### config.mk
export PLATFORM = sky130hd
export DESIGN_NAME = perceptron_online_trainer
export DESIGN_NICKNAME = d
export VERILOG_FILES = /design/src/design/pot_pkg.sv /design/src/design/perceptron_online_trainer.sv /design/src/design/pot_ctrl.sv /design/src/design/pot_dp.sv
export SDC_FILE = /design/constraint.sdc
export NUM_CORES = 2
export LEC_CHECK = 0
export ABC_CLOCK_PERIOD_IN_PS = 11000
export BUFFER_PORTS_ARGS = -buffer_cell sky130_fd_sc_hd__buf_2
export CAP_MARGIN = 40
export CORE_MARGIN = 5
export CORE_UTILIZATION = 60
export CTS_CLUSTER_SIZE = 25
export DETAILED_ROUTE_END_ITERATION = 7
export GPL_TIMING_DRIVEN = 1
export PLACE_DENSITY = 0.8
export SLEW_MARGIN = 10
export SYNTH_ARGS = -nofsm -noshare
export SYNTH_HDL_FRONTEND = slang
export SYNTH_SLANG_ARGS = --single-unit
### constraint.sdc
create_clock -name aclk -period 11 [get_ports aclk]
set_input_delay 2.2 -clock aclk [delete_from_list [all_inputs] [get_ports aclk]]
set_output_delay 2.2 -clock aclk [all_outputs]
set_load 0.005 [all_outputs]
### src/design/pot_pkg.sv
// shared types and constants for the perceptron online trainer
// no dependencies; imported by every module of the block
package pot_pkg;

    localparam int NUM_FEATURES_DEF = 6;
    localparam int MAX_FEATS        = 6;
    localparam int DATA_W           = 32;
    localparam int PROD_W           = 2 * DATA_W;
    localparam int ACC_W            = PROD_W + 3;
    localparam int SHIFT_BASE       = 16;
    localparam int IN_TDATA_W       = (MAX_FEATS + 1) * DATA_W;
    localparam int OUT_TDATA_W      = 40;

    localparam logic [3:0]        RATE_RESET = 4'd2;
    localparam logic signed [33:0] ONE_Q16   = 34'sd65536;

    typedef enum logic [1:0] {
        OP_TRAIN = 2'd0,
        OP_EVAL  = 2'd1,
        OP_CLEAR = 2'd2,
        OP_SPARE = 2'd3
    } opcode_t;

    typedef struct packed {
        logic capture;
        logic clear;
        logic mul_en;
        logic mul_upd;
        logic acc_en;
        logic err_en;
        logic wr_en;
        logic out_load;
        logic out_zero;
    } ctrl_cmd_t;

    typedef struct packed {
        logic out_free;
    } dp_status_t;

endpackage

### src/design/perceptron_online_trainer.sv
// top level: online perceptron trainer; instantiates pot_ctrl and pot_dp, needs pot_pkg
// sequence: train captures, multiplies and sums, computes the error, updates the weights
//   and loads the result; evaluate skips the update, clear zeroes the weights and result;
//   a result held by m_tready holds the block too; the next item waits until it loads;
//   all products come from one shared 32x32 multiplier
// reset: aresetn synchronous active low; weights cleared, rate_shift set to 2
module perceptron_online_trainer import pot_pkg::*; #(
    parameter int NUM_FEATURES = NUM_FEATURES_DEF
) (
    input  logic                   aclk,
    input  logic                   aresetn,
    input  logic                   s_tvalid,
    output logic                   s_tready,
    // feat_speed_x, feat_speed_y, feat_angle, feat_accel, feat_brake,
    // feat_steer, angle_now (32 bits each)
    input  logic [IN_TDATA_W-1:0]  s_tdata,
    // opcode
    input  logic [1:0]             s_tuser,
    output logic                   m_tvalid,
    input  logic                   m_tready,
    // observed (1 bit), error_value (32 bits), zero padding
    output logic [OUT_TDATA_W-1:0] m_tdata,
    input  logic                   cfg_valid,
    output logic                   cfg_ready,
    input  logic [3:0]             cfg_data
);

    localparam int IDX_W = (NUM_FEATURES > 1) ? $clog2(NUM_FEATURES) : 1;
    localparam int CNT_W = $clog2(NUM_FEATURES + 1);

    ctrl_cmd_t        cmd;
    dp_status_t       status;
    logic [IDX_W-1:0] rd_idx, wr_idx;

    assign cfg_ready = 1'b1;

    pot_ctrl #(
        .NUM_FEATURES(NUM_FEATURES),
        .IDX_W       (IDX_W),
        .CNT_W       (CNT_W)
    ) u_ctrl (
        .aclk    (aclk),
        .aresetn (aresetn),
        .s_tvalid(s_tvalid),
        .s_tready(s_tready),
        .opcode  (s_tuser),
        .status  (status),
        .cmd     (cmd),
        .rd_idx  (rd_idx),
        .wr_idx  (wr_idx)
    );

    pot_dp #(
        .NUM_FEATURES(NUM_FEATURES),
        .IDX_W       (IDX_W)
    ) u_dp (
        .aclk     (aclk),
        .aresetn  (aresetn),
        .s_tdata  (s_tdata),
        .cfg_valid(cfg_valid),
        .cfg_data (cfg_data),
        .cmd      (cmd),
        .rd_idx   (rd_idx),
        .wr_idx   (wr_idx),
        .status   (status),
        .m_tvalid (m_tvalid),
        .m_tready (m_tready),
        .m_tdata  (m_tdata)
    );

endmodule

### src/design/pot_ctrl.sv
// controller state machine: sequences capture, sum, error, update, clear and result
// depends on pot_pkg
module pot_ctrl import pot_pkg::*; #(
    parameter int NUM_FEATURES = NUM_FEATURES_DEF,
    parameter int IDX_W        = 3,
    parameter int CNT_W        = 3
) (
    input  logic             aclk,
    input  logic             aresetn,
    input  logic             s_tvalid,
    output logic             s_tready,
    input  logic [1:0]       opcode,
    input  dp_status_t       status,
    output ctrl_cmd_t        cmd,
    output logic [IDX_W-1:0] rd_idx,
    output logic [IDX_W-1:0] wr_idx
);

    typedef enum logic [4:0] {
        S_IDLE = 5'b00001,
        S_MAC  = 5'b00010,
        S_ERR  = 5'b00100,
        S_UPD  = 5'b01000,
        S_DONE = 5'b10000
    } state_t;

    localparam logic [CNT_W-1:0] CNT_LAST = CNT_W'(NUM_FEATURES);

    state_t           state_reg, state_next;
    logic [CNT_W-1:0] cnt_reg, cnt_next;
    logic [CNT_W-1:0] cnt_m1;
    logic             train_reg, train_next;
    logic             zero_reg, zero_next;

    assign cnt_m1 = cnt_reg - 1'b1;
    assign rd_idx = cnt_reg[IDX_W-1:0];
    assign wr_idx = cnt_m1[IDX_W-1:0];
    assign s_tready = (state_reg == S_IDLE);

    always_comb begin
        cmd        = '0;
        state_next = state_reg;
        cnt_next   = cnt_reg;
        train_next = train_reg;
        zero_next  = zero_reg;
        cmd.out_zero = zero_reg;
        case (state_reg)
            S_IDLE: begin
                if (s_tvalid) begin
                    cmd.capture = 1'b1;
                    cnt_next    = '0;
                    if (opcode == OP_CLEAR) begin
                        cmd.clear  = 1'b1;
                        zero_next  = 1'b1;
                        state_next = S_DONE;
                    end else begin
                        zero_next  = 1'b0;
                        train_next = (opcode == OP_TRAIN);
                        state_next = S_MAC;
                    end
                end
            end
            S_MAC: begin
                cmd.mul_en = (cnt_reg != CNT_LAST);
                cmd.acc_en = (cnt_reg != '0);
                if (cnt_reg == CNT_LAST) begin
                    state_next = S_ERR;
                end else begin
                    cnt_next = cnt_reg + 1'b1;
                end
            end
            S_ERR: begin
                cmd.err_en = 1'b1;
                cnt_next   = '0;
                state_next = train_reg ? S_UPD : S_DONE;
            end
            S_UPD: begin
                cmd.mul_en  = (cnt_reg != CNT_LAST);
                cmd.mul_upd = 1'b1;
                cmd.wr_en   = (cnt_reg != '0);
                if (cnt_reg == CNT_LAST) begin
                    state_next = S_DONE;
                end else begin
                    cnt_next = cnt_reg + 1'b1;
                end
            end
            S_DONE: begin
                if (status.out_free) begin
                    cmd.out_load = 1'b1;
                    state_next   = S_IDLE;
                end
            end
            default: begin
                state_next = S_IDLE;
            end
        endcase
    end

    always_ff @(posedge aclk) begin
        if (!aresetn) begin
            state_reg <= S_IDLE;
            cnt_reg   <= '0;
            train_reg <= 1'b0;
            zero_reg  <= 1'b0;
        end else begin
            state_reg <= state_next;
            cnt_reg   <= cnt_next;
            train_reg <= train_next;
            zero_reg  <= zero_next;
        end
    end

    a_busy_after_accept: assert property (@(posedge aclk) disable iff (!aresetn)
        (s_tvalid && s_tready) |=> !s_tready)
        else $error("input taken while an item is in flight");

    a_load_when_free: assert property (@(posedge aclk) disable iff (!aresetn)
        cmd.out_load |-> status.out_free)
        else $error("result loaded over an untaken result");

    a_write_in_update: assert property (@(posedge aclk) disable iff (!aresetn)
        cmd.wr_en |-> (state_reg == S_UPD) && train_reg && (cnt_reg != '0))
        else $error("weight write outside the update phase");

endmodule

### src/design/pot_dp.sv
// datapath: weight and feature registers, shared multiplier, accumulator,
// error and update arithmetic, result register; depends on pot_pkg
module pot_dp import pot_pkg::*; #(
    parameter int NUM_FEATURES = NUM_FEATURES_DEF,
    parameter int IDX_W        = 3
) (
    input  logic                   aclk,
    input  logic                   aresetn,
    input  logic [IN_TDATA_W-1:0]  s_tdata,
    input  logic                   cfg_valid,
    input  logic [3:0]             cfg_data,
    input  ctrl_cmd_t              cmd,
    input  logic [IDX_W-1:0]       rd_idx,
    input  logic [IDX_W-1:0]       wr_idx,
    output dp_status_t             status,
    output logic                   m_tvalid,
    input  logic                   m_tready,
    output logic [OUT_TDATA_W-1:0] m_tdata
);

    localparam logic signed [PROD_W-1:0] S32_MAX = PROD_W'(64'sh0000_0000_7FFF_FFFF);
    localparam logic signed [PROD_W-1:0] S32_MIN = -PROD_W'(64'sh0000_0000_8000_0000);

    logic signed [DATA_W-1:0] weight_reg [NUM_FEATURES];
    logic signed [DATA_W-1:0] feat_reg   [NUM_FEATURES];
    logic signed [DATA_W-1:0] prev_angle_reg, angle_now_reg;
    logic signed [DATA_W-1:0] err_reg, err_next;
    logic                     obs_reg, obs_next;
    logic signed [DATA_W-1:0] wold_reg;
    logic signed [PROD_W-1:0] prod_reg;
    logic signed [ACC_W-1:0]  acc_reg;
    logic [3:0]               rate_reg;
    logic                     m_tvalid_reg;
    logic                     out_obs_reg;
    logic signed [DATA_W-1:0] out_err_reg;

    logic signed [DATA_W-1:0] mul_a, mul_b;
    logic signed [32:0]       target;
    logic signed [33:0]       err_raw;
    logic [5:0]               shamt;
    logic signed [PROD_W-1:0] delta, wsum;
    logic signed [DATA_W-1:0] wnew;

    assign mul_a = cmd.mul_upd ? feat_reg[rd_idx] : weight_reg[rd_idx];
    assign mul_b = cmd.mul_upd ? err_reg : feat_reg[rd_idx];

    always_comb begin
        obs_next = ~acc_reg[ACC_W-1];
        target   = 33'(angle_now_reg) - 33'(prev_angle_reg);
        err_raw  = 34'(target) - (obs_next ? ONE_Q16 : 34'sd0);
        if (err_raw > 34'sd2147483647) begin
            err_next = 32'sh7FFF_FFFF;
        end else if (err_raw < -34'sd2147483648) begin
            err_next = 32'sh8000_0000;
        end else begin
            err_next = err_raw[DATA_W-1:0];
        end
    end

    always_comb begin
        shamt = 6'(SHIFT_BASE) + {2'b00, rate_reg};
        delta = prod_reg >>> shamt;
        wsum  = PROD_W'(wold_reg) + delta;
        if (wsum > S32_MAX) begin
            wnew = 32'sh7FFF_FFFF;
        end else if (wsum < S32_MIN) begin
            wnew = 32'sh8000_0000;
        end else begin
            wnew = wsum[DATA_W-1:0];
        end
    end

    always_ff @(posedge aclk) begin
        if (!aresetn) begin
            rate_reg <= RATE_RESET;
            for (int i = 0; i < NUM_FEATURES; i++) begin
                weight_reg[i] <= '0;
            end
        end else begin
            if (cfg_valid) begin
                rate_reg <= cfg_data;
            end
            if (cmd.clear) begin
                for (int i = 0; i < NUM_FEATURES; i++) begin
                    weight_reg[i] <= '0;
                end
            end else if (cmd.wr_en) begin
                weight_reg[wr_idx] <= wnew;
            end
        end
    end

    always_ff @(posedge aclk) begin
        if (cmd.capture) begin
            for (int i = 0; i < NUM_FEATURES; i++) begin
                feat_reg[i] <= s_tdata[i*DATA_W +: DATA_W];
            end
            prev_angle_reg <= s_tdata[2*DATA_W +: DATA_W];
            angle_now_reg  <= s_tdata[MAX_FEATS*DATA_W +: DATA_W];
        end
        if (cmd.mul_en) begin
            prod_reg <= mul_a * mul_b;
            wold_reg <= weight_reg[rd_idx];
        end
        if (cmd.capture) begin
            acc_reg <= '0;
        end else if (cmd.acc_en) begin
            acc_reg <= acc_reg + ACC_W'(prod_reg);
        end
        if (cmd.err_en) begin
            err_reg <= err_next;
            obs_reg <= obs_next;
        end
        if (cmd.out_load) begin
            out_obs_reg <= cmd.out_zero ? 1'b0 : obs_reg;
            out_err_reg <= cmd.out_zero ? '0 : err_reg;
        end
    end

    always_ff @(posedge aclk) begin
        if (!aresetn) begin
            m_tvalid_reg <= 1'b0;
        end else if (cmd.out_load) begin
            m_tvalid_reg <= 1'b1;
        end else if (m_tready) begin
            m_tvalid_reg <= 1'b0;
        end
    end

    assign status.out_free = !m_tvalid_reg || m_tready;
    assign m_tvalid = m_tvalid_reg;
    assign m_tdata  = {7'd0, out_err_reg, out_obs_reg};

endmodule
# Word-level counts from Yosys, hierarchy flattened
# Memory sizes are Yosys's and may differ from the RTL's. A register that Yosys moved wholly into a read port is not among the register bits.
# Cells that the tools add are included.
# totals
word_cells	114
mem_bits_rw	384
ff_bits	308
out_inout_bits	43
input_bits	235
mem_count	2
# op_classes
shifts	1
n_reduce_logical	12
order_cmp	4
addsub	7
n_mul	1
eq_ne	13
bitwise	8
n_mux	51
# mem_list
memory	words	word_bits	rd	rd_clocked_by_memory_dff	wr	line	text
u_dp.feat_reg	6	32	1	1	6	pot_dp.sv:25	logic signed [DATA_W-1:0] feat_reg [NUM_FEATURES];
u_dp.weight_reg	6	32	1	1	6	pot_dp.sv:24	logic signed [DATA_W-1:0] weight_reg [NUM_FEATURES];
# ops
operator	count
32-bit 2-to-1 mux	12
67-bit by 64-bit adder with 67-bit output	1
32-bit by 64-bit adder with 64-bit output	1
64-bit by 32-bit greater-than comparator with 1-bit output (second input constant)	1
64-bit by 32-bit < comparator with 1-bit output (second input constant)	1
32-bit by 32-bit multiplier with 64-bit output	1
64-bit by 6-bit >>> shifter with 64-bit output	1
34-bit by 32-bit greater-than comparator with 1-bit output (second input constant)	1
34-bit by 32-bit < comparator with 1-bit output (second input constant)	1
33-bit by 18-bit subtractor with 34-bit output	1
32-bit by 32-bit subtractor with 33-bit output	1
32-bit OR reduction	1
5-bit 2-to-1 mux	6
5-bit case mux with 5 select lines	1
1-bit 2-to-1 mux	21
3-bit 2-to-1 mux	7
17-bit 2-to-1 mux	1
3-bit case mux with 3 select lines	1
5-bit by 4-bit adder with 6-bit output (first input constant)	1
2-bit inequality test (second input constant)	3
1-bit OR	6
3-bit AND reduction	2
3-bit nonzero test	2
5-bit by 1-bit == test with 1-bit output (second input constant)	1
other kinds (19)	22

# Longest topological paths before layout
# logic_depth
depth_word	9
ltp_mapped	39
mapped_depth_nobuf	33

# By module
# Synthesis repeated with hierarchy kept, for this count alone.
# unflattened
hier_cells	7288
area_unflattened_um2	75177.1
# modules_own_cells
module	seq_area_each_um2	cells_per_inst	instances	area_each_um2
pot_dp	20719.9	7206	1	74487.7
pot_ctrl	200.2	80	1	678.2
perceptron_online_trainer	0.0	2	1	11.3

# Worst setup path before layout
# OpenSTA, ideal clock, no wires.
# synth_path
path_kind	register -> register
from	reg with a tool-made name
to	reg u_dp.prod_reg[62], data pin
path_slack_ns	0.818
path_buffers	3
setup_ns	0.269
arrival_time_ns	9.914
required_time_ns	10.731
path_stages_with_launch	32
period_less_slack_ns	10.182
cell_sequence	dfxtp_1 buf_1 clkbuf_1 buf_1 mux4_2 nor2_1 a21oi_1 mux2_2 and2_1 fa_1 fa_1 fa_1 fa_1 inv_1 fa_1 inv_1 fa_1 inv_1 fa_1 inv_1 fa_1 ha_1 a21o_1 a21o_1 a21oi_1 nand3b_1 o21ai_0 nor3b_1 a211o_1 a21oi_1 o31ai_1 xor2_1
# synth_lines
item	line	text
end signal: assignment	pot_dp.sv:102	prod_reg <= mul_a * mul_b;
end: declaration	pot_dp.sv:30	logic signed [PROD_W-1:0] prod_reg;

==> flow_summary_export.csv <==
group,metric,value,unit
worst_setup_path,cp_data_required_time,11.41,ns
global_routing,grt.total_usage,37.2,%
layout,drive_gt1_share,10.5,%
placement,routabilityCongestion,1.02,
timing,min_period,10.66,ns
hold_path,hold_path.class,"flop to flop",
route,drt_wl_total,244000,µm
flow_run,maxCapViolCount,0,
worst_setup_path,cp.depth,30,
synthesis,synth_xor_area_share,2.21,%
hold_path,min_from,"u_dp.acc_reg[8]$_SDFFE_PP0P_",
synthesis,synth_area_leaders,"fa_1 29%, edfxtp_1 26%, ha_1 6.1%",
synthesis,synth.avg_cell_area,10.1,µm²
timing,fin_ws,0.340,ns
synthesis,synthMuxAreaShare,5.51,%
layout,fin_area,81400,µm²
cts,cts_root_buf,"clkbuf_16",
route,wl_per_cell,26.3,µm
route,vias,57900,
worst_setup_path,cp-start-kind,"flop",
cts,cts_buffers,77,
worst_setup_path,end_kind,"flop",
global_routing,grt_pass1_vias,59900,
worst_setup_path,crit_type,"flop to flop",
synthesis,synth_top_family_by_area,"adder cells",
synthesis,synth-compound-area-share,9.56,%
route,drt_pass1_iterations,6,
worst_setup_path,cp_max_fo,23,
cts,cts_tree,"done",
synthesis,async_flop_share,0,%
floorplanning,initial_core_util,60.4,%
timing,rsz0062_at_grt,"no",
placement,placed_area,78900,µm²
worst_setup_path,rr_worst_depth,30,
floorplanning,die_h,363,µm
floorplanning,die_x,363,µm
synthesis,synth_top_cell_area_share,29.1,%
floorplanning,ios,278,
placement,port_buffers,269,
synthesis,synthTopCellsByCount,"1,148 x inv_1, 1,086 x fa_1, 821 x nand2_1",
synthesis,synth_warnings,0,
placement,pre_cts_ws,0.671,ns
hold_path,hold_depth,2,
layout,n_fill_cell,9381,
route,vias_per_cell,6.24,
layout,areaGrowthSynthToFinish,9.10,%
timing,finalSetupViolCount,0,
synthesis,netlist_instances,7363,
route,antenna_left,0,
floorplanning,core-area,124000,µm²
synthesis,synthFlopType,"edfxtp_1",
worst_setup_path,reg2reg_to,"u_dp.prod_reg[60]$_DFFE_PP_",
timing,finalHoldViolCount,0,
worst_setup_path,r2r_slack,0.34,ns
timing,fmax,93.8,MHz
hold_path,hold_end,"u_dp.acc_reg[8]$_SDFFE_PP0P_",
global_routing,grt_pass1_wl,365000,µm
timing,tns,0,ns
cts,cts_resized,0,
cts,cts_sinks,727,
layout,nets,9254,
global_routing,grt_max_degree,182,
synthesis,ys_types,78,
worst_setup_path,slowest_stage,"mux2i_1",
worst_setup_path,crit_top_cell,"fa_1",
timing,slew_headroom,32.5,%
cts,clk_pin_slew,0.06,ns
route,drtIter0Drc,6603,
synthesis,synthAdderAreaFrac,35.2,%
global_routing,antenna_found_initial,7,
synthesis,yosysSeqAreaShare,28.1,%
floorplanning,num_rows,129,
worst_setup_path,crit_family,"adder cells",
cts,clockBufferDepth,3,
layout,largest_reg_flops,256,
synthesis,synth_most_common_cell,"inv_1",
timing,slew_viol_final,0,
synthesis,synth_top_area_cell,"fa_1",
timing,period_share,96.9,%
cts,htreeDepth,3,
synthesis,synth_enable_flop_cells,642,
worst_setup_path,slowest_delay,0.58,ns
cts,clk_latency,0.72,ns
cts,hold_buffers,0,
status,status,"completed",
synthesis,ys_ff_latch,727,
timing,worst_slew_pin_slew,1.01,ns
floorplanning,die_area,132000,µm²
global_routing,grt_overflow,0,
synthesis,synth-simple-area-share,11.6,%
worst_setup_path,crit_arrival,11.07,ns
worst_setup_path,path_buf_inv,4,
cts,postCtsSetupRepairBufs,0,
synthesis,syn_area,74600,µm²
placement,dp_hpwl,191000,µm
route,drc,0,
timing,fin_skew,0.0803,ns
## cell type report
cell class	count	area [µm²]	share of cell area [%]
flip-flops and latches	727	21000	25.8
multi-input cells	5115	48100	59.1
inverters	1152	4330	5.32
repair buffers	497	3490	4.28
well taps	1637	2050	2.52
clock buffers	94	1990	2.44
clock inverters	45	448	0.550
diodes	8	20.0	0.0246
## routing by layer
| metal | GRT usage, % | vias up | share of wire [%] |
|---|---|---|---|
| met1 | 45.7 | 28600 | 34 |
| met4 | 24.3 | 4 | 8.4 |
| li1 | - | 24500 | - |
| met2 | 57.1 | 3900 | 44 |
| met5 | 0 | - | 0.0061 |
| met3 | 11.9 | 872 | 13 |
## per-stage QoR
| step | std cells | hold slack [ns] | util (%) |
|---|---|---|---|
| 2_1_floorplan | 7369 | 0.429 | - |
| 3_3_place_gp | 9085 | 0.442 | 63.4 |
| 3_5_place_dp | 9123 | 0.448 | 63.8 |
| 4_1_cts | 9262 | 0.456 | 65.8 |
| 5_1_grt | 9270 | 0.470 | 65.9 |
| 6_report | 9275 | 0.456 | 65.9 |
## tightest hold or removal path, cell delays in order (launching register included)
cell	delay (ns)
dfxtp_1	0.31
nand2_1	0.05
a21oi_1	0.05
## cells in the final DEF (no fill, tap or decap), types with 12 or more instances in the layout
| master | synthesis | final |
|---|---|---|
| a211o_1 | 12 | 12 |
| a211oi_1 | 41 | 41 |
| a21o_1 | 114 | 113 |
| a21oi_1 | 548 | 539 |
| a31oi_1 | 48 | 48 |
| and2_1 | 60 | 60 |
| and3_1 | 47 | 47 |
| buf_12 | 0 | 13 |
| buf_2 | 23 | 269 |
| buf_4 | 10 | 188 |
| buf_8 | 0 | 13 |
| clkbuf_1 | 317 | 17 |
| clkbuf_16 | 0 | 77 |
| clkinv_1 | 2 | 20 |
| dfxtp_1 | 85 | 79 |
| edfxtp_1 | 642 | 642 |
| fa_1 | 1086 | 1086 |
| ha_1 | 363 | 363 |
| inv_1 | 1148 | 1147 |
| mux2_2 | 12 | 12 |
| mux2i_1 | 96 | 90 |
| mux4_2 | 134 | 134 |
| nand2_1 | 821 | 820 |
| nand2b_1 | 55 | 54 |
| nand3_1 | 47 | 47 |
| nand4_1 | 39 | 39 |
| nor2_1 | 766 | 766 |
| nor2b_1 | 78 | 76 |
| nor3_1 | 49 | 47 |
| o211ai_1 | 17 | 17 |
| o21a_1 | 61 | 61 |
| o21ai_0 | 193 | 184 |
| o21ai_1 | 30 | 35 |
| o21bai_1 | 36 | 31 |
| o31ai_1 | 16 | 16 |
| or3_1 | 15 | 15 |
| xnor2_1 | 115 | 115 |
| xor2_1 | 73 | 73 |
## how the worst max path moves through the flow
stage / endpoint / slack, ns / startpoint
after global routing: u_dp.prod_reg[62]$_DFFE_PP_ / 0.009 / flop
after CTS: u_dp.prod_reg[62]$_DFFE_PP_ / 0.57 / flop
after floorplan: u_dp.prod_reg[62]$_DFFE_PP_ / 0.82 / flop
after global placement: u_dp.prod_reg[62]$_DFFE_PP_ / 0.75 / flop
final: u_dp.prod_reg[60]$_DFFE_PP_ / 0.34 / flop
after detailed placement: u_dp.prod_reg[62]$_DFFE_PP_ / 0.67 / flop
## cells by family after synthesis
kind of cell / Yosys count
and+or+nand+nor: 2030
adders and majority gates: 1449
DFF: 727
other: 2
AOI/OAI and AO/OA: 1198
muxes: 242
buffers and inverters: 1527
xor gates and xnor gates: 188
Power is not shown: default switching activity piles up to over one toggle a cycle in this logic, so the estimate is an artifact.
